<file path="src/sv/sitf_enc.sv">
// ----------------------------------------------------------------------------
// sitf_enc: one-hot to binary encoder
// Turns the single marked cell of the row into its index.
// ----------------------------------------------------------------------------
module sitf_enc #(
  parameter int N  = 64,
  parameter int IW = 6
) (
  input  logic [N-1:0]  onehot,
  output logic [IW-1:0] idx
);

  always_comb begin
    idx = '0;
    for (int i = 0; i < N; i++) begin
      if (onehot[i]) begin
        idx = idx | IW'(i);
      end
    end
  end

endmodule

</file>
<file path="config.mk">
export PLATFORM = sky130hd
export DESIGN_NAME = sitf_enc
export DESIGN_NICKNAME = d
export VERILOG_FILES = /design/src/sv/sitf_enc.sv
export SDC_FILE = /design/constraint.sdc
export NUM_CORES = 1
export LEC_CHECK = 0
export BUFFER_PORTS_ARGS = -buffer_cell sky130_fd_sc_hd__buf_2
export CAP_MARGIN = 20
export CORE_MARGIN = 1
export CORE_UTILIZATION = 24
export DETAILED_ROUTE_END_ITERATION = 16
export PLACE_DENSITY = 0.92
export SYNTH_ARGS = -nofsm -noshare
export SYNTH_HDL_FRONTEND = slang
export SYNTH_SLANG_ARGS = --single-unit
</file>
<file path="constraint.sdc">
create_clock -name vclk -period 2.35
set_clock_uncertainty 0.15 [all_clocks]
set_input_delay 0.235 -clock vclk [all_inputs]
set_output_delay 0.235 -clock vclk [all_outputs]
set_load 0.05 [all_outputs]
</file>
# Word level (Yosys, flattened, before mapping)

Cells that the tools add are included.

Mux-type cells: 63

Operators by type and width:

| cell              | number |
|---|---|
| 6-bit two-way mux | 32 |
| 5-bit two-way mux | 16 |
| 4-bit two-way mux | 8 |
| 3-bit two-way mux | 4 |
| 2-bit two-way mux | 2 |
| 1-bit two-way mux | 1 |

Bits in registers: 0
Input port bits: 64
Logic and storage cells: 63

# Logic depth before layout (Yosys ltp)

Gate-level depths: netlist (run 1).

Depth after elaboration: 63
Depth in mapped cells: 3

# Worst setup path after synthesis (run 1)

Ideal clock, no wire load.

Path type: input-to-output
Start point: input onehot[24]
End point: output idx[3]
Data arrival time: 1.872 ns
Path slack: 0.093 ns
Stages: 3
Path buffers: 0
Cell sequence: or4_1 or4_1 or4_1

Longest elaborated chain between the ends: 40

RTL lines:

| what                             | RTL line | RTL |
|---|---|---|
| from (decl)                      | 9        | `input logic [N-1:0] onehot,` |
| 5-bit two-way mux (8 in series)  | 16       | `if (onehot[i]) begin` |
| 6-bit two-way mux (32 in series) | 16       |  |
| to (decl)                        | 10       | `output logic [IW-1:0] idx` |

Every way passes these cells.

# Worst setup path in the final report (run 1)

Same ends and word-level chain as after synthesis.

==> out/qor.txt, run 1 <==
switching pwr - 32.9 uW
DRT iter0 DRCs - 24
CP arrival - 1.93 ns
most used cell, CP - or4_4
largest net degree at the start of global routing - 4
Nets - 185
Synth top area share - 0.361
Worst setup SP type - input port
Placed Instances - 133
Tot GR Track Use - 0.229
fmax - 431 MHz
CP max-delay cell - or4_4
dpl hpwl - 1520 um
dpl ws - -0.0103 ns
remaining antenna violation count after routing - 0
Final setup viols - 0
number of max-cap violations - 0
port bufs - 69
TNS Setup - 0 ns
leading cell types by count after synthesis - nor4_1 (18), or4_1 (6), nor3_1 (5), nand2_1 (3), nor2_1 (3)
Gate power share - 1.000
CP Max Fanout - 2
hold depth - 5
DR pass1 iterations - 4
worst min-delay path startpoint - onehot[12]
Hold EP - idx[3]
pwr dens - 113 nW/um^2
Storage cell area - 0 um^2
WS Path Type - input port to output port
register share of total power - 0
total number of vias - 731
CLK BUF - 0
largest area contributor in the netlist - nor4_1
slowest stage delay, CP - 0.52 ns
Syn Inst Count - 50
RSZ-0062 raised after global routing - false
synthesized area - 312 um^2
Total Wirelength - 1710 um
detail-routed net length per standard cell - 12.8 um
Clock Power Share - 0
diode count - 0
fin crit share - 0.987
switch share - 0.422
FP Rows - 12
Data required, critical path - 1.97 ns
Fillers - 127
Max Slew Vio Count - 0
share of layout cells above drive strength 1 - 0.613
outcome - finished, final reports clean
minimum clock period after layout - 2.32 ns
Max-slew headroom - 0.713
crit path capture type - output port
YS warnings - 0
Initial Util - 0.269
total congestion overflow - 0
Die H - 38.0 um
Final Wtd Congestion - 0.931
setup ws final - 0.0307 ns
crit path cell chain - buf_2, or4_4, or4_1, or4_4, buf_8
vias in the first global route - 645
sequential share of the synthesized area - 0
Fin. Hold Viols - 0
I/O pins - 70
post-synthesis cell type count - 15
hold crit path type - input port to output port
Worst-Margin Slew - 0.427 ns
IR drop worst, VDD - 0.0499 mV
vias per cell - 5.50
Final Non-Filler Cells - 133
Avg Inst Size Synth - 6.23 um^2
Die X - 38.0 um
Fin Hold WS - 0.759 ns
core area - 1160 um^2
Pleak - 0.000320 uW
count leader, synth - nor4_1
layout sequential cell count - 0
ranking of synthesized cells by area - nor4_1 (36%), or4_1 (14%), nor3_1 (8.0%)
antenna violations before repair - 0
first-pass GRT wire length - 2500 um
cell-internal power - 45.1 uW
Synthesized Nets - 114
die area - 1450 um^2
Core Util, Final - 0.598
Synth-to-Final Area Change - 122%
drt drc - 0
[cell usage in the layout (no fill, tap or decap)]
master	Yosys	final
buf_8	0	1
nand3_1	2	2
or4_1	6	4
nand4bb_1	1	1
nor4_1	18	18
or4_4	0	2
nor2_1	3	3
nand3b_1	1	1
nor3_1	5	5
nand4_1	2	2
buf_2	0	68
and4_1	1	1
nand4b_1	1	1
and3_1	2	2
or3_1	2	2
nand2_1	3	3
nor4bb_1	1	1
or2_2	2	2
[worst max-delay path: cells and delay by family]
| kind | cells | cell delay [ns] |
|---|---|---|
| buffers and inverters | 2 | 0.27 |
| and+or+nand+nor | 3 | 1.43 |
[worst max-delay path by stage]
stage	from	to	slack [ns]	depth (start not counted)
floorplan	onehot[24]	idx[3]	0.09	3
global placement	onehot[24]	idx[3]	0.007	5
detailed placement	onehot[24]	idx[3]	-0.01	5
CTS	onehot[24]	idx[3]	0.006	5
global route	onehot[24]	idx[3]	0.01	5
finish	onehot[24]	idx[3]	0.03	5
[kinds of logic (layout without fill, tap and decap cells)]
kind of cell / count (synthesis) / after routing / share of synthesized area
buffers and inverters: 0 / 69 / 0
AND/OR/NAND/NOR: 50 / 50 / 1.00
[routing by layer]
| metal | up-vias | wire [um] | global-route usage |
|---|---|---|---|
| met5 | - | 0 | 0 |
| met4 | 0 | 35 | 0.0446 |
| met3 | 4 | 135 | 0.00581 |
| met2 | 50 | 839 | 0.419 |
| met1 | 315 | 697 | 0.295 |
| li1 | 362 | - | - |
[per-stage QoR]
| step | instance area, um^2 | power [uW] |
|---|---|---|
| final | 692 | 78.0 |
| after global routing | 692 | 86.0 |
| after CTS | 677 | 76.0 |
| after detailed placement | 674 | 75.8 |
| after global placement | 674 | 74.2 |
| after floorplan | 312 | 12.3 |
[power by group through the flow]
stage                     clock [uW]  sequential [uW]  combinational (uW)
after detailed placement           0                0                75.8
after floorplan                    0                0                12.3
after global placement             0                0                74.2
after CTS                          0                0                76.0
final                              0                0                78.0
after global routing               0                0                86.0
[area by class of cell]
| class | instances | area, um^2 | share of cell area |
|---|---|---|---|
| Tap cell | 14 | 17.5 | 0.0253 |
| Timing Repair Buffer | 69 | 355 | 0.514 |
| Multi-Input combinational cell | 50 | 319 | 0.461 |
[timing repair]
item / 4_1_cts / 5_1_grt
resized for setup: 1 / 4
setup buffers: 0 / 0
endpoints found under the setup margin: 1 / 1
endpoints found under the hold margin: 0 / 0
hold buffers: 0 / 0
Note: power is estimated with default switching activity, not from simulation.
==> run 2, diff against run 1 <==
==> constraint.sdc (replaced) <==
create_clock -name vclk -period 2.17
set_clock_uncertainty 0.15 [all_clocks]
set_input_delay 0.217 -clock vclk [all_inputs]
set_output_delay 0.217 -clock vclk [all_outputs]
set_load 0.05 [all_outputs]
==> out/qor.txt, run 2 (synthesis gave the netlist of run 1 again) <==
most common cell after layout, fill and taps aside - buf_2
first-pass GRT wire length - 2500 um (+0.28%)
antenna violations before repair - 0 (unchanged)
Die H - 38.0 um (unchanged)
FP Rows - 12 (unchanged)
Worst-Margin Slew - 0.394 ns (-0.0329 ns)
failing checks - setup timing
outcome - complete, but fails checks
Fin. Hold Viols - 0 (unchanged)
Core Util, Final - 0.628 (+0.0292)
Synth-to-Final Area Change - 133%
WL met1 - 698 um (+0.14%)
hold crit path type - input port to output port
CP arrival - 1.93 ns (about the same)
CP Max Fanout - 2 (unchanged)
# hold bufs at CTS - 0 (unchanged)
vias in the first global route - 672 (+4.2%)
total number of vias - 732 (+0.14%)
drt drc - 0 (unchanged)
RSZ-0062 raised after global routing - true
Nets - 189 (+2.2%)
most frequent cells in the layout - buf_2 (68), nor4_1 (18), nor3_1 (5)
final instance area - 726 um^2 (+4.9%)
Initial Util - 0.269 (unchanged)
detail-routed net length per standard cell - 12.0 um (-6.9%)
dpl ws - -0.180 ns (-0.170 ns)
Gate power share - 1.000 (about the same)
I/O pins - 70 (unchanged)
CLK BUF - 0 (unchanged)
share of layout cells above drive strength 1 - 0.634 (+0.0207)
IR drop worst, VDD - 0.0567 mV (+14%)
dpl hpwl - 1530 um (+1.0%)
vias per cell - 5.34 (-2.8%)
Storage cell area - 0 um^2 (unchanged)
Clock Power Share - 0 (unchanged)
Final Non-Filler Cells - 137 (+3.0%)
Total Wirelength - 1640 um (-4.1%)
DR WL met3 - 98 um (-27%)
fin crit share - 1.06
layout sequential cell count - 0 (unchanged)
crit path capture type - output port
largest net degree at the start of global routing - 4 (unchanged)
TNS Setup - -0.126 ns (-0.126 ns)
Max Slew Vio Count - 0 (unchanged)
switch share - 0.403 (-0.0188)
Final Wtd Congestion - 0.968 (+4.0%)
DRT iter0 DRCs - 11 (-54%)
hold depth - 5 (unchanged)
fmax - 435 MHz
setup ws final - -0.126 ns (-0.157 ns)
Pleak - 0.000341 uW (+6.5%)
routed wl met2 - 840 um (+0.12%)
WS Path Type - input port to output port
Data required, critical path - 1.80 ns (-0.17 ns)
total congestion overflow - 0 (unchanged)
number of max-cap violations - 0 (unchanged)
port bufs - 69 (unchanged)
switching pwr - 35.9 uW (+9.2%)
Max-slew headroom - 0.735 (+0.0221)
pwr dens - 123 nW/um^2 (+9.0%)
Top Layer Used - met3
Tot GR Track Use - 0.229 (unchanged)
remaining antenna violation count after routing - 0 (unchanged)
core area - 1160 um^2 (unchanged)
DR pass1 iterations - 4 (unchanged)
placed inst area - 708 um^2 (+5.0%)
minimum clock period after layout - 2.30 ns
Final setup viols - 1 (+1)
Worst setup SP type - input port
Placed Instances - 137 (+3.0%)
Die X - 38.0 um (unchanged)
post-CTS setup buffer count - 0 (unchanged)
register share of total power - 0 (unchanged)
diode count - 0 (unchanged)
cell-internal power - 53.2 uW (+18%)
die area - 1450 um^2 (unchanged)
==> run 2: changes by cell type in the layout (fill, tap and decap cells not counted), sizes merged <==
cell	previous run	this run
buf	69	73
==> run 2: per-layer routing <==
layer	up-vias	global-route usage
met4	0	0.0268
li1	373	-
met3	0	0
met2	36	0.458
met5	-	0
met1	323	0.274
==> run 2: stage by stage <==
| stage | hold WS, ns | power, uW |
|---|---|---|
| floorplan | 0.559 | 13.4 |
| global placement | 0.724 | 85.5 |
| detailed placement | 0.729 | 87.9 |
| CTS | 0.711 | 88.7 |
| global route | 0.734 | 98.1 |
| finish | 0.708 | 89.1 |
==> run 2: final cells by class <==
type                            instances  area [um^2]
Fill cell                             112          430
Timing Repair Buffer                   73          385
Multi-Input combinational cell         50          323
Tap cell                               14         17.5
==> run 2: what timing repair did <==
| action | 4_1_cts | 5_1_grt |
|---|---|---|
| gates cloned | 0 | 0 |
| setup endpoints to repair | 1 | 1 |
| gates resized for setup | 4 | 1 |
==> run 2: worst paths after layout <==
kind	startpoint	endpoint	slack, ns
max	onehot[24]	idx[3]	-0.13
min	onehot[12]	idx[3]	0.71
==> run 2: worst max-delay path, cell delays in order <==
cell and delay (ns):
buf_2 0.10, or4_4 0.53, or4_4 0.48, or4_4 0.44, buf_8 0.17
==> run 2: power groups by stage <==
stage	clock network [uW]	logic, uW	registers (uW)
finish	0	89.1	0
global route	0	98.1	0
CTS	0	88.7	0
detailed placement	0	87.9	0
global placement	0	85.5	0
floorplan	0	13.4	0
