### config.mk
export PLATFORM = sky130hd
export DESIGN_NAME = sitf_cell
export DESIGN_NICKNAME = d
export VERILOG_FILES = /design/src/sv/sitf_pkg.sv /design/src/sv/sitf_cell.sv
export SDC_FILE = /design/constraint.sdc
export NUM_CORES = 1
export LEC_CHECK = 0
export BUFFER_PORTS_ARGS = -buffer_cell sky130_fd_sc_hd__buf_2
export CAP_MARGIN = 25
export CORE_UTILIZATION = 48
export DETAILED_ROUTE_END_ITERATION = 12
export GPL_TIMING_DRIVEN = 1
export PLACE_DENSITY = 0.93
export SLEW_MARGIN = 20
export SYNTH_ARGS = -nofsm -noshare
export SYNTH_HDL_FRONTEND = slang
export SYNTH_SLANG_ARGS = --single-unit
### constraint.sdc
create_clock -name clk -period 7.53 [get_ports clk]
set_input_delay 0.753 -clock clk [delete_from_list [all_inputs] [get_ports clk]]
set_output_delay 0.753 -clock clk [all_outputs]
set_load 0.005 [all_outputs]
### src/sv/sitf_pkg.sv
// ----------------------------------------------------------------------------
// sitf_pkg: shared types and constants of the sorted ID table
// Field widths, stream packing, opcodes, status codes and cell interfaces.
// ----------------------------------------------------------------------------
package sitf_pkg;

  localparam int DEF_MAX_ENTRIES = 64;

  localparam int ID_W     = 32;
  localparam int RIDX_W   = 6;
  localparam int STATUS_W = 2;
  localparam int POS_W    = 6;
  localparam int ECNT_W   = 7;

  // Request stream: tdata = {pad, read_index, lookup_id}, tuser = opcode.
  localparam int S_DATA_W = 40;
  localparam int S_USER_W = 1;

  // Response stream: tdata = {pad, max_id, min_id, entry_count, id_out,
  // position}, tuser = status.
  localparam int M_DATA_W = 112;
  localparam int M_USER_W = STATUS_W;

  localparam logic OP_FIND = 1'b0;
  localparam logic OP_READ = 1'b1;

  localparam logic [STATUS_W-1:0] STAT_OK       = 2'd0;
  localparam logic [STATUS_W-1:0] STAT_INSERTED = 2'd1;
  localparam logic [STATUS_W-1:0] STAT_FULL     = 2'd2;
  localparam logic [STATUS_W-1:0] STAT_RANGE    = 2'd3;

  typedef enum logic [1:0] {
    ST_IDLE = 2'b01,
    ST_EXEC = 2'b10
  } state_t;

  // Controls into one cell of the row.
  typedef struct packed {
    logic prev_lt;  // left neighbor holds an ID below the key
    logic valid;    // cell index is below the entry count
    logic shift;    // insert step is committed this cycle
    logic rd_sel;   // cell is addressed by a read request
  } cell_ctl_t;

  // Flags out of one cell.
  typedef struct packed {
    logic lt;
    logic eq;
  } cell_flag_t;

endpackage

### src/sv/sitf_cell.sv
// ----------------------------------------------------------------------------
// sitf_cell: one slot of the sorted ID row
// Holds one ID, compares it against the key and takes the key or its left
// neighbor's ID when an insert moves the upper part of the row up by one.
// ----------------------------------------------------------------------------
module sitf_cell (
  input  logic                       clk,
  input  logic [sitf_pkg::ID_W-1:0]  key,
  input  logic [sitf_pkg::ID_W-1:0]  prev_id,
  input  sitf_pkg::cell_ctl_t        ctl,
  output logic [sitf_pkg::ID_W-1:0]  id,
  output logic [sitf_pkg::ID_W-1:0]  rd_data,
  output sitf_pkg::cell_flag_t       flag
);
  import sitf_pkg::*;

  always_comb begin
    flag.lt = ctl.valid && (id < key);
    flag.eq = ctl.valid && (id == key);
    rd_data = ctl.rd_sel ? id : '0;
  end

  // Cells below the insert point keep their ID; the first cell at or above
  // it takes the key and every later one takes its neighbor's ID.
  always_ff @(posedge clk) begin
    if (ctl.shift && !flag.lt) begin
      id <= ctl.prev_lt ? key : prev_id;
    end
  end

endmodule

---- Yosys cells after proc, flatten, opt, wreduce, memory -nomap -nowiden ----
Cells that the tools add are included.
storage, ports and cells
  register bits ........................... 32
  bits in latches ......................... 0
  RAM bits ................................ 0
  bits in read-only memories .............. 0
  output and inout bits ................... 66
  word-level logic and storage cells ...... 9
  memories ................................ 0
operators by class
  add/sub/neg operators ................... 0
  multiply operators ...................... 0
  divide/modulo/power cells ............... 0
  order comparisons ....................... 1
  equality and inequality tests ........... 1
  shifts and indexed selects .............. 0
  multiplexer cells ....................... 2
  bitwise gates (word level) .............. 0
  reduce and logical (&&, ||, !) cells .... 4
operators by type and width
  operator                     number
  two-way mux 32 bit           2
  equality test 32 bit         1
  less-than comparator 32 bit  1
  logical AND 1 bit            3
  zero test 1 bit              1

---- Longest topological paths before layout ----
Gate-level depths: netlist (run 1).
  word-level depth ........................ 4
  mapped depth ............................ 7
  gate-level depth less buffers ........... 7

---- Worst setup path before layout (run 1) ----
Ideal clock, no wire load.
  path kind ............................... input-to-reg
  start ................................... input key[15] in the netlist's numbering
  end ..................................... register id[0] in the netlist's numbering, enable pin
  arrival ................................. 3.493 ns
  required time ........................... 7.089 ns
  setup slack ............................. 3.596 ns
  cell stages on the path ................. 7
  buffers on the path ..................... 0
  cell sequence ........................... inv_1 > ha_1 > nand4_1 > nor4_1 > a21boi_0 > o41ai_1 > a31oi_1
on the way
  cells in the longest elaborated chain, start to end .. 4
ends and longest elaborated chain
  what                         line             text
  from (decl)                  sitf_cell.sv:8   input logic [sitf_pkg::ID_W-1:0] key,
  less-than comparator 32 bit  sitf_cell.sv:18  flag.lt = ctl.valid && (id < key);
  logical AND 1 bit            sitf_cell.sv:18
  zero test 1 bit              sitf_cell.sv:26  if (ctl.shift && !flag.lt) begin
  logical AND 1 bit            sitf_cell.sv:26
  to (signal assigned)         sitf_cell.sv:27  id <= ctl.prev_lt ? key : prev_id;
  to (decl)                    sitf_cell.sv:11  output logic [sitf_pkg::ID_W-1:0] id,
No other way between the ends.
A chain may end at the register's enable or synchronous reset.

==> impl_metrics.env, run 1 <==
export IMPL_fmax_mhz=300
export IMPL_final_common_cell="buf_2"
export IMPL_synth_cells=218
export IMPL_core_area_mm2=0.00475
export IMPL_viasPerCell=5.01
export IMPL_worstPathCellList="buf_2 > inv_1 > ha_1 > a21oi_1 > o21a_1 > nor3_1 > o41ai_1 > and3_1 > buf_2"
export IMPL_grt_pass1_vias=1996
export IMPL_cp_arrival_ns=2.58
export IMPL_diodes=0
export IMPL_synth_compound_area_frac=0.0638
export IMPL_skew_ns=0.0112
export IMPL_max_slew_margin_rel=0.502
export IMPL_synthMuxAreaShare=0.152
export IMPL_finalSetupTns_ns=0
export IMPL_p_leak_nw=1.65
export IMPL_synth_top_family_by_area="adder cells"
export IMPL_synth_xor_xnor_area_share=0
export IMPL_dp_hpwl_um=4760
export IMPL_ios=135
export IMPL_syn_area_mm2=0.00237
export IMPL_top_regs="id: 32 flops"
export IMPL_drcViolationCount=0
export IMPL_reg2reg_from="id[13]"
export IMPL_post_cts_setup_buffers=0
export IMPL_dieArea_mm2=0.00523
export IMPL_cts_resized=0
export IMPL_max_clock_path_buffers=2
export IMPL_finalHoldViolCount=0
export IMPL_grt_pass1_wl_um=8880
export IMPL_final_layout_size_suffix_gt1_frac=0.492
export IMPL_final_cell_mix="buf_2, inv_1"
export IMPL_grt_max_degree=33
export IMPL_routed_wl_um=5940
export IMPL_antenna_found_initial=0
export IMPL_start_util=0.499
export IMPL_rows=25
export IMPL_dieWidth_um=72.3
export IMPL_h_tree_depth=2
export IMPL_period_needed_ns=3.33
export IMPL_nNetsFinal=454
export IMPL_antenna_left=0
export IMPL_ys_seq_area_frac=0.405
export IMPL_crit_fanout=2
export IMPL_grt_overflow_total=0
export IMPL_die_h_um=72.3
export IMPL_fin_crit_sh=0.443
export IMPL_maxSlewViolCount=0
export IMPL_cap_viol_max_count=0
export IMPL_p_total_uw=479
export IMPL_drt_iter0_drc=39
export IMPL_yosys_cell_types_count=28
export IMPL_top_register="id"
export IMPL_cp_start_kind="input port"
export IMPL_utilization=0.677
export IMPL_syn_nets=319
export IMPL_worst_setup_path_type="in2out"
export IMPL_crit_top_cell="buf_2"
export IMPL_grt_usage=0.226
export IMPL_syn_area_per_cell_um2=10.9
export IMPL_cts_hold_buf=0
export IMPL_critPathMaxStageDelay_ns=0.64
export IMPL_synth_seq_cells=32
export IMPL_cts_sinks=32
export IMPL_first_pass_iters=4
export IMPL_dr_total_vias=2111
export IMPL_hp_start="prev_id[27]"
export IMPL_clk_latency_ns=0.29
export IMPL_cp_end_kind="output pin"
export IMPL_wl_per_cell_um=14.1
export IMPL_crit_slowest_cell="o41ai_1"
export IMPL_rsz0062_at_grt="false"
export IMPL_numCtsBuffers=5
export IMPL_powerDensity_mw_per_mm2=149
export IMPL_setup_viol=0
export IMPL_required_ns=6.78
export IMPL_startpoint="key[7]"
export IMPL_ir_drop_mv=0.131
export IMPL_cts_tree="built"
export IMPL_stdcell_area_mm2=0.00322
export IMPL_ctsRootBufferMaster="clkbuf_8"
export IMPL_synth_simple_gate_area_frac=0.144
export IMPL_largest_reg_flops=32
export IMPL_status="finished clean"
export IMPL_yosysWarnings=0
export IMPL_cts_clk_slew_worst_paths_ns=0.07
export IMPL_io_buffers=134
export IMPL_hold_path_class="in2reg"
export IMPL_placed_area_mm2=0.00311
export IMPL_worst_pin_slew_ns=0.747
export IMPL_synthAdderAreaFrac=0.169
export IMPL_area_growth_pct=35.7
export IMPL_place_gp_congestion=0.760
[worst max-delay path, delay by kind of cell]
kind                       cells  cell delay [ns]
AOI/OAI and AO/OA              3             0.96
and+or+nand+nor                2             0.32
adders and majority gates      1             0.31
buffers and inverters          3             0.24
[cell usage after synthesis]
| master | instances | share of area |
|---|---|---|
| edfxtp_1 | 32 | 0.41 |
| a211oi_1 | 1 | 0.0032 |
| nor2_1 | 2 | 0.0032 |
| and4_2 | 1 | 0.0042 |
| o21ai_0 | 2 | 0.0042 |
| o2111a_1 | 1 | 0.0047 |
| and4_1 | 1 | 0.0037 |
| a21boi_0 | 1 | 0.0032 |
| o41ai_1 | 1 | 0.0037 |
| nand2_1 | 7 | 0.011 |
| and2_1 | 32 | 0.084 |
| a21oi_1 | 10 | 0.021 |
| nand4_1 | 5 | 0.013 |
| nor4_1 | 1 | 0.0026 |
| o21a_1 | 1 | 0.0032 |
| a31oi_1 | 1 | 0.0026 |
| nand3_1 | 2 | 0.0042 |
| mux2_2 | 32 | 0.15 |
| nor3_1 | 2 | 0.0042 |
| o211ai_1 | 1 | 0.0032 |
| inv_1 | 34 | 0.054 |
| ha_1 | 32 | 0.17 |
| a221o_1 | 2 | 0.0084 |
| a21o_1 | 2 | 0.0063 |
| clkbuf_1 | 4 | 0.0063 |
| buf_2 | 3 | 0.0063 |
| and3_1 | 3 | 0.0079 |
| nor2b_1 | 2 | 0.0053 |
[per-stage QoR]
stage / std cells / worst slack, ns / hold slack (ns)
2_1_floorplan: 218 / 3.60 / 0.973
3_3_place_gp: 412 / 4.14 / 1.05
3_5_place_dp: 412 / 4.00 / 1.06
4_1_cts: 420 / 4.16 / 0.759
5_1_grt: 421 / 4.01 / 0.764
6_report: 421 / 4.20 / 0.761
[worst paths after layout]
check | to | slack, ns | cells after the start
max | flag[1] | 4.20 | 9
min | id[27] | 0.76 | 2
max reg2reg | id[17] | 4.81 | 7
min reg2reg | id[29] | 1.30 | 5
[cell type report]
| class | count | area (um^2) |
|---|---|---|
| Sequential cell | 32 | 961 |
| Timing Repair Buffer | 135 | 698 |
| Tap cell | 67 | 83.8 |
| Fill cell | 395 | 1540 |
| Inverter | 34 | 128 |
| Multi-Input combinational cell | 145 | 1270 |
| Clock buffer | 7 | 76.3 |
| Clock inverter | 1 | 3.75 |
[cells by family after synthesis]
logic type / Yosys count
buffers and inverters: 41
DFF: 32
adders and majority gates: 32
AOI/OAI and AO/OA: 23
muxes: 32
and+or+nand+nor: 58
[power breakdown]
group          total, mW  switching, mW  internal [mW]
Clock              0.128         0.0634         0.0643
Sequential         0.224        0.00983          0.215
Combinational      0.127         0.0598         0.0676
Total              0.479          0.133          0.346
[routing by layer]
metal / GRT usage / share of wire
met1: 0.252 / 0.40
met2: 0.418 / 0.52
met3: 0.0528 / 0.056
met4: 0.0806 / 0.019
met5: 0 / 0
Note: power is estimated with default switching activity, not from simulation.
==> inputs of run 2 (changes only) <==
- CORE_UTILIZATION: 48 -> 45
- PLACE_DENSITY: 0.93 -> 0.89
- clock period: 7.53 -> 3.1 ns (I/O delays scaled with it)
==> run 2 against run 1 <==
Sequential power up 140%. Non-clock buffer count rose by 1. Largest power group unchanged. Count of clock-buffer cells in the layout unchanged. Flip-flop and latch count is the same. Core utilization is 4.8 points lower. Clock power rose by 140%. Final area is 0.27% lower. Global-route usage shrank 1.4 points. Total power rose by 140%. Largest cell class unchanged. Combinational power rose by 140%. First-iteration DRC count increased by 13%.
==> impl_metrics.env, run 2 (same netlist as run 1, synthesis figures left out) <==
export IMPL_cp_end_kind="output pin"
export IMPL_grt_overflow_total=0
export IMPL_ios=135
export IMPL_max_slew_margin_rel=0.514
export IMPL_finalSetupTns_ns=0
export IMPL_fin_crit_sh=0.886
export IMPL_largest_reg_flops=32
export IMPL_final_cell_mix="buf_2, inv_1"
export IMPL_nNetsFinal=455
export IMPL_drt_iter0_drc=44
export IMPL_numCtsBuffers=5
export IMPL_fmax_mhz=364
export IMPL_drcViolationCount=0
export IMPL_p_leak_nw=1.65
export IMPL_grt_usage=0.212
export IMPL_hp_start="prev_id[12]"
export IMPL_io_buffers=134
export IMPL_max_clock_path_buffers=2
export IMPL_dp_hpwl_um=4540
export IMPL_worst_setup_path_type="reg2out"
export IMPL_place_gp_congestion=0.771
export IMPL_top_regs="id: 32 flops"
export IMPL_top_register="id"
export IMPL_grt_pass1_vias=1908
export IMPL_rsz0062_at_grt="false"
export IMPL_cap_viol_max_count=0
export IMPL_rrSetupSlack_ns=0.54
export IMPL_worstHoldEndpoint="id[12]"
export IMPL_required_ns=2.79
export IMPL_start_util=0.464
export IMPL_wl_per_cell_um=13.4
export IMPL_hold_path_depth=2
export IMPL_period_needed_ns=2.75
export IMPL_status="finished clean"
export IMPL_grt_max_degree=33
export IMPL_dp_slack_ns=0.527
export IMPL_powerDensity_mw_per_mm2=359
export IMPL_hold_path_class="in2reg"
export IMPL_finalHoldViolCount=0
export IMPL_cts_hold_buf=0
export IMPL_core_area_mm2=0.00511
export IMPL_setup_viol=0
export IMPL_routed_wl_um=5680
export IMPL_h_tree_depth=2
export IMPL_cp_start_kind="flop"
export IMPL_dr_total_vias=2074
export IMPL_setup_ws_ns=0.352
export IMPL_post_cts_setup_buffers=0
export IMPL_final_fill_count=402
export IMPL_area_growth_pct=35.3
export IMPL_maxSlewViolCount=0
export IMPL_clk_latency_ns=0.28
export IMPL_cts_resized=0
export IMPL_worst_pin_slew_ns=0.729
export IMPL_cp_arrival_ns=2.44
export IMPL_antenna_left=0
export IMPL_cts_tree="built"
export IMPL_utilization=0.629
export IMPL_final_layout_size_suffix_gt1_frac=0.493
export IMPL_crit_fanout=3
export IMPL_rr_endpoint="id[19]"
export IMPL_r2r_cells=7
export IMPL_rows=26
export IMPL_cts_clk_slew_worst_paths_ns=0.07
export IMPL_antenna_found_initial=0
export IMPL_cts_sinks=32
export IMPL_skew_ns=0.00388
export IMPL_die_h_um=74.6
export IMPL_dieWidth_um=74.6
export IMPL_first_pass_iters=4
export IMPL_dieArea_mm2=0.00557
export IMPL_grt_pass1_wl_um=8640
export IMPL_reg2reg_from="id[13]"
export IMPL_ctsRootBufferMaster="clkbuf_8"
export IMPL_diodes=0
export IMPL_viasPerCell=4.88
export IMPL_final_common_cell="buf_2"
export IMPL_ir_drop_mv=0.338
## run 2: cell count changes in the layout (fill, tap and decap cells not counted)
cell	delta
buf_16	-1
buf_4	+2
## run 2: metal layers
layer | vias up | share of wire | GRT usage
met2 | 89 | 0.51 | 0.389
li1 | 1047 | - | -
met5 | - | 0 | 0
met1 | 932 | 0.42 | 0.245
met3 | 6 | 0.058 | 0.0528
met4 | 0 | 0.0097 | 0.0524
## run 2: report_power, final
group / switching [mW] / internal (mW)
logic: 0.140 / 0.160
clock network: 0.152 / 0.156
registers: 0.0232 / 0.521
total: 0.315 / 0.837
## run 2: layout make-up
cell class	count	area, um^2	share of cell area
inverter	34	128	0.0398
sequential	32	961	0.299
clock buffer	7	76.3	0.0238
timing repair buffer	136	686	0.214
tap	70	87.6	0.0273
multi-input combinational	145	1270	0.395
clock inverter	1	3.75	0.00117
## run 2: critical path, cell delays in order, from the launching register on
cell and delay (ns):
edfxtp_1 0.42, ha_1 0.31, nor2b_1 0.13, o211ai_1 0.16
a21boi_0 0.11, o41ai_1 0.62, and3_1 0.28, buf_2 0.12
## run 2: how the worst max path moves through the flow
stage,start,to
global placement,key[15],id[25]
floorplan,id[15],id[0]
detailed placement,key[15],id[29]
global route,id[13],flag[1]
CTS,id[13],flag[1]
finish,id[1],flag[1]
## run 2: metrics by stage
step           power (mW)  std cells  instance area (um^2)  hold slack, ns
3_3_place_gp        0.845        417                  3130           0.615
2_1_floorplan       0.712        218                  2380           0.530
5_1_grt              1.23        425                  3210           0.325
4_1_cts              1.16        425                  3210           0.325
6_report             1.15        425                  3210           0.331
3_5_place_dp        0.857        417                  3130           0.617
==> inputs of run 3 (changes only) <==
- CORE_UTILIZATION: 45 -> 32
- PLACE_DENSITY: 0.89 -> 0.68
==> run 3 against run 2 <==
Routed wire length is 1.4% lower. Sequential power about the same. Count of clock-buffer cells in the layout fell by 2. Largest cell class unchanged. Flip-flop and latch count stayed put. Cell count up 6.6%. Clock skew grew 0.0022 ns. Total power rose by 7.2%. Die area increased by 39%.
==> impl_metrics.env, run 3 (same netlist as run 1, synthesis figures left out) <==
export IMPL_status="finished clean"
export IMPL_antenna_found_initial=0
export IMPL_cp_start_kind="flop"
export IMPL_seqCellArea_um2=961
export IMPL_routed_wl_um=5600
export IMPL_antenna_left=0
export IMPL_cts_sinks=32
export IMPL_reg2reg_from="id[15]"
export IMPL_top_regs="id: 32 flops"
export IMPL_clkPwrFrac=0.318
export IMPL_viasPerCell=4.53
export IMPL_top_register="id"
export IMPL_hp_start="prev_id[22]"
export IMPL_rsz0062_at_grt="false"
export IMPL_seqPwrFrac=0.440
export IMPL_ir_drop_mv=0.172
export IMPL_fin_crit_sh=0.894
export IMPL_cap_viol_max_count=0
export IMPL_setup_viol=0
export IMPL_ctsRootBufferMaster="clkbuf_8"
export IMPL_powerDensity_mw_per_mm2=377
export IMPL_first_pass_iters=4
export IMPL_r2r_cells=7
export IMPL_cp_arrival_ns=2.46
export IMPL_rr_endpoint="id[10]"
export IMPL_crit_fanout=3
export IMPL_start_util=0.329
export IMPL_final_common_cell="buf_2"
export IMPL_skew_ns=0.00611
export IMPL_grt_pass1_wl_um=8520
export IMPL_pwr_share_comb=0.241
export IMPL_h_tree_depth=2
export IMPL_critPathMaxStageDelay_ns=0.65
export IMPL_cpLargestDelayFamily="compound AO/OA/AOI/OAI gates"
export IMPL_cp_buffers_inverters=1
export IMPL_worst_pin_slew_ns=0.751
export IMPL_dieArea_mm2=0.00776
export IMPL_worst_setup_path_type="reg2out"
export IMPL_placed_area_mm2=0.00317
export IMPL_final_cell_mix="buf_2, inv_1"
export IMPL_diodes=0
export IMPL_worstPathCellList="ha_1 > nand4_1 > nor4_1 > a21boi_0 > o41ai_1 > and3_1 > buf_2"
export IMPL_rows=31
export IMPL_largest_reg_flops=32
export IMPL_io_buffers=134
export IMPL_die_h_um=88.1
export IMPL_fmax_mhz=361
export IMPL_dp_hpwl_um=4530
export IMPL_grt_max_degree=33
export IMPL_dr_total_vias=2053
export IMPL_core_area_mm2=0.00721
export IMPL_nNetsFinal=454
export IMPL_numCtsBuffers=5
export IMPL_cts_hold_buf=0
export IMPL_p_total_mw=1.23
export IMPL_grt_usage=0.146
export IMPL_finalSetupTns_ns=0
export IMPL_p_int_uw=915
export IMPL_max_clock_path_buffers=2
export IMPL_max_slew_margin_rel=0.499
export IMPL_multi_input_area_mm2=0.00127
export IMPL_drcViolationCount=0
export IMPL_worstHoldEndpoint="id[22]"
export IMPL_post_cts_setup_buffers=0
export IMPL_wl_per_cell_um=12.4
export IMPL_final_layout_size_suffix_gt1_frac=0.494
export IMPL_stdcell_area_mm2=0.00328
export IMPL_grt_pass1_vias=1886
export IMPL_area_growth_pct=38.2
export IMPL_grt_overflow_total=0
export IMPL_finalHoldViolCount=0
export IMPL_p_leak_nw=1.66
export IMPL_required_ns=2.79
export IMPL_cts_clk_slew_worst_paths_ns=0.07
export IMPL_place_gp_congestion=0.722
export IMPL_drt_iter0_drc=45
export IMPL_cts_resized=0
export IMPL_hold_path_class="in2reg"
export IMPL_clk_latency_ns=0.28
export IMPL_net_switching_power_uw=320
export IMPL_ios=135
export IMPL_cp_end_kind="output pin"
export IMPL_hold_path_depth=2
export IMPL_final_fill_count=726
export IMPL_dieWidth_um=88.1
export IMPL_period_needed_ns=2.77
export IMPL_utilization=0.454
export IMPL_rrSetupSlack_ns=0.37
export IMPL_crit_slowest_cell="o41ai_1"
export IMPL_switching_share=0.259
export IMPL_maxSlewViolCount=0
export IMPL_cts_tree="built"
==> run 3: cell count changes in the layout (fill, tap and decap cells not counted) <==
cell / delta
clkbuf_1: -2
buf_12: +1
bufinv_16: +1
clkinv_1: +1
buf_4: -2
==> run 3: worst max path at each step <==
stage / start / endpoint / slack (ns) / cells after the start
finish: id[15] / flag[1] / 0.33 / 7
global route: id[1] / flag[1] / 0.10 / 7
CTS: id[15] / flag[1] / 0.27 / 7
detailed placement: key[15] / id[13] / 0.35 / 9
global placement: key[15] / id[22] / 0.44 / 9
floorplan: id[15] / id[0] / 0.15 / 6
==> run 3: routing by layer <==
| layer | routed length (um) | GRT usage | vias to the layer above |
|---|---|---|---|
| met5 | 0 | 0 | - |
| met4 | 68 | 0.0425 | 0 |
| met3 | 357 | 0.0405 | 8 |
| met2 | 2770 | 0.260 | 82 |
| met1 | 2410 | 0.171 | 916 |
| li1 | - | - | 1047 |
==> run 3: per-stage QoR <==
stage	instances	setup slack, ns	hold WS [ns]
after floorplan	218	0.153	0.530
final	453	0.329	0.324
after global routing	453	0.100	0.310
after CTS	453	0.269	0.314
after detailed placement	445	0.347	0.616
after global placement	445	0.445	0.615
==> run 3: cell type report <==
class / count / share of cell area
flip-flops and latches: 32 / 0.293
well taps: 99 / 0.0378
multi-input cells: 145 / 0.387
clock buffers: 5 / 0.0210
inverters: 34 / 0.0389
clock inverters: 3 / 0.0115
repair buffers: 135 / 0.211
==> run 3: power groups by stage <==
stage	registers (mW)	clock network, mW	logic (mW)
floorplan	0.553	0	0.159
global placement	0.551	0	0.301
detailed placement	0.554	0	0.304
CTS	0.545	0.405	0.306
global route	0.548	0.423	0.344
finish	0.544	0.393	0.298
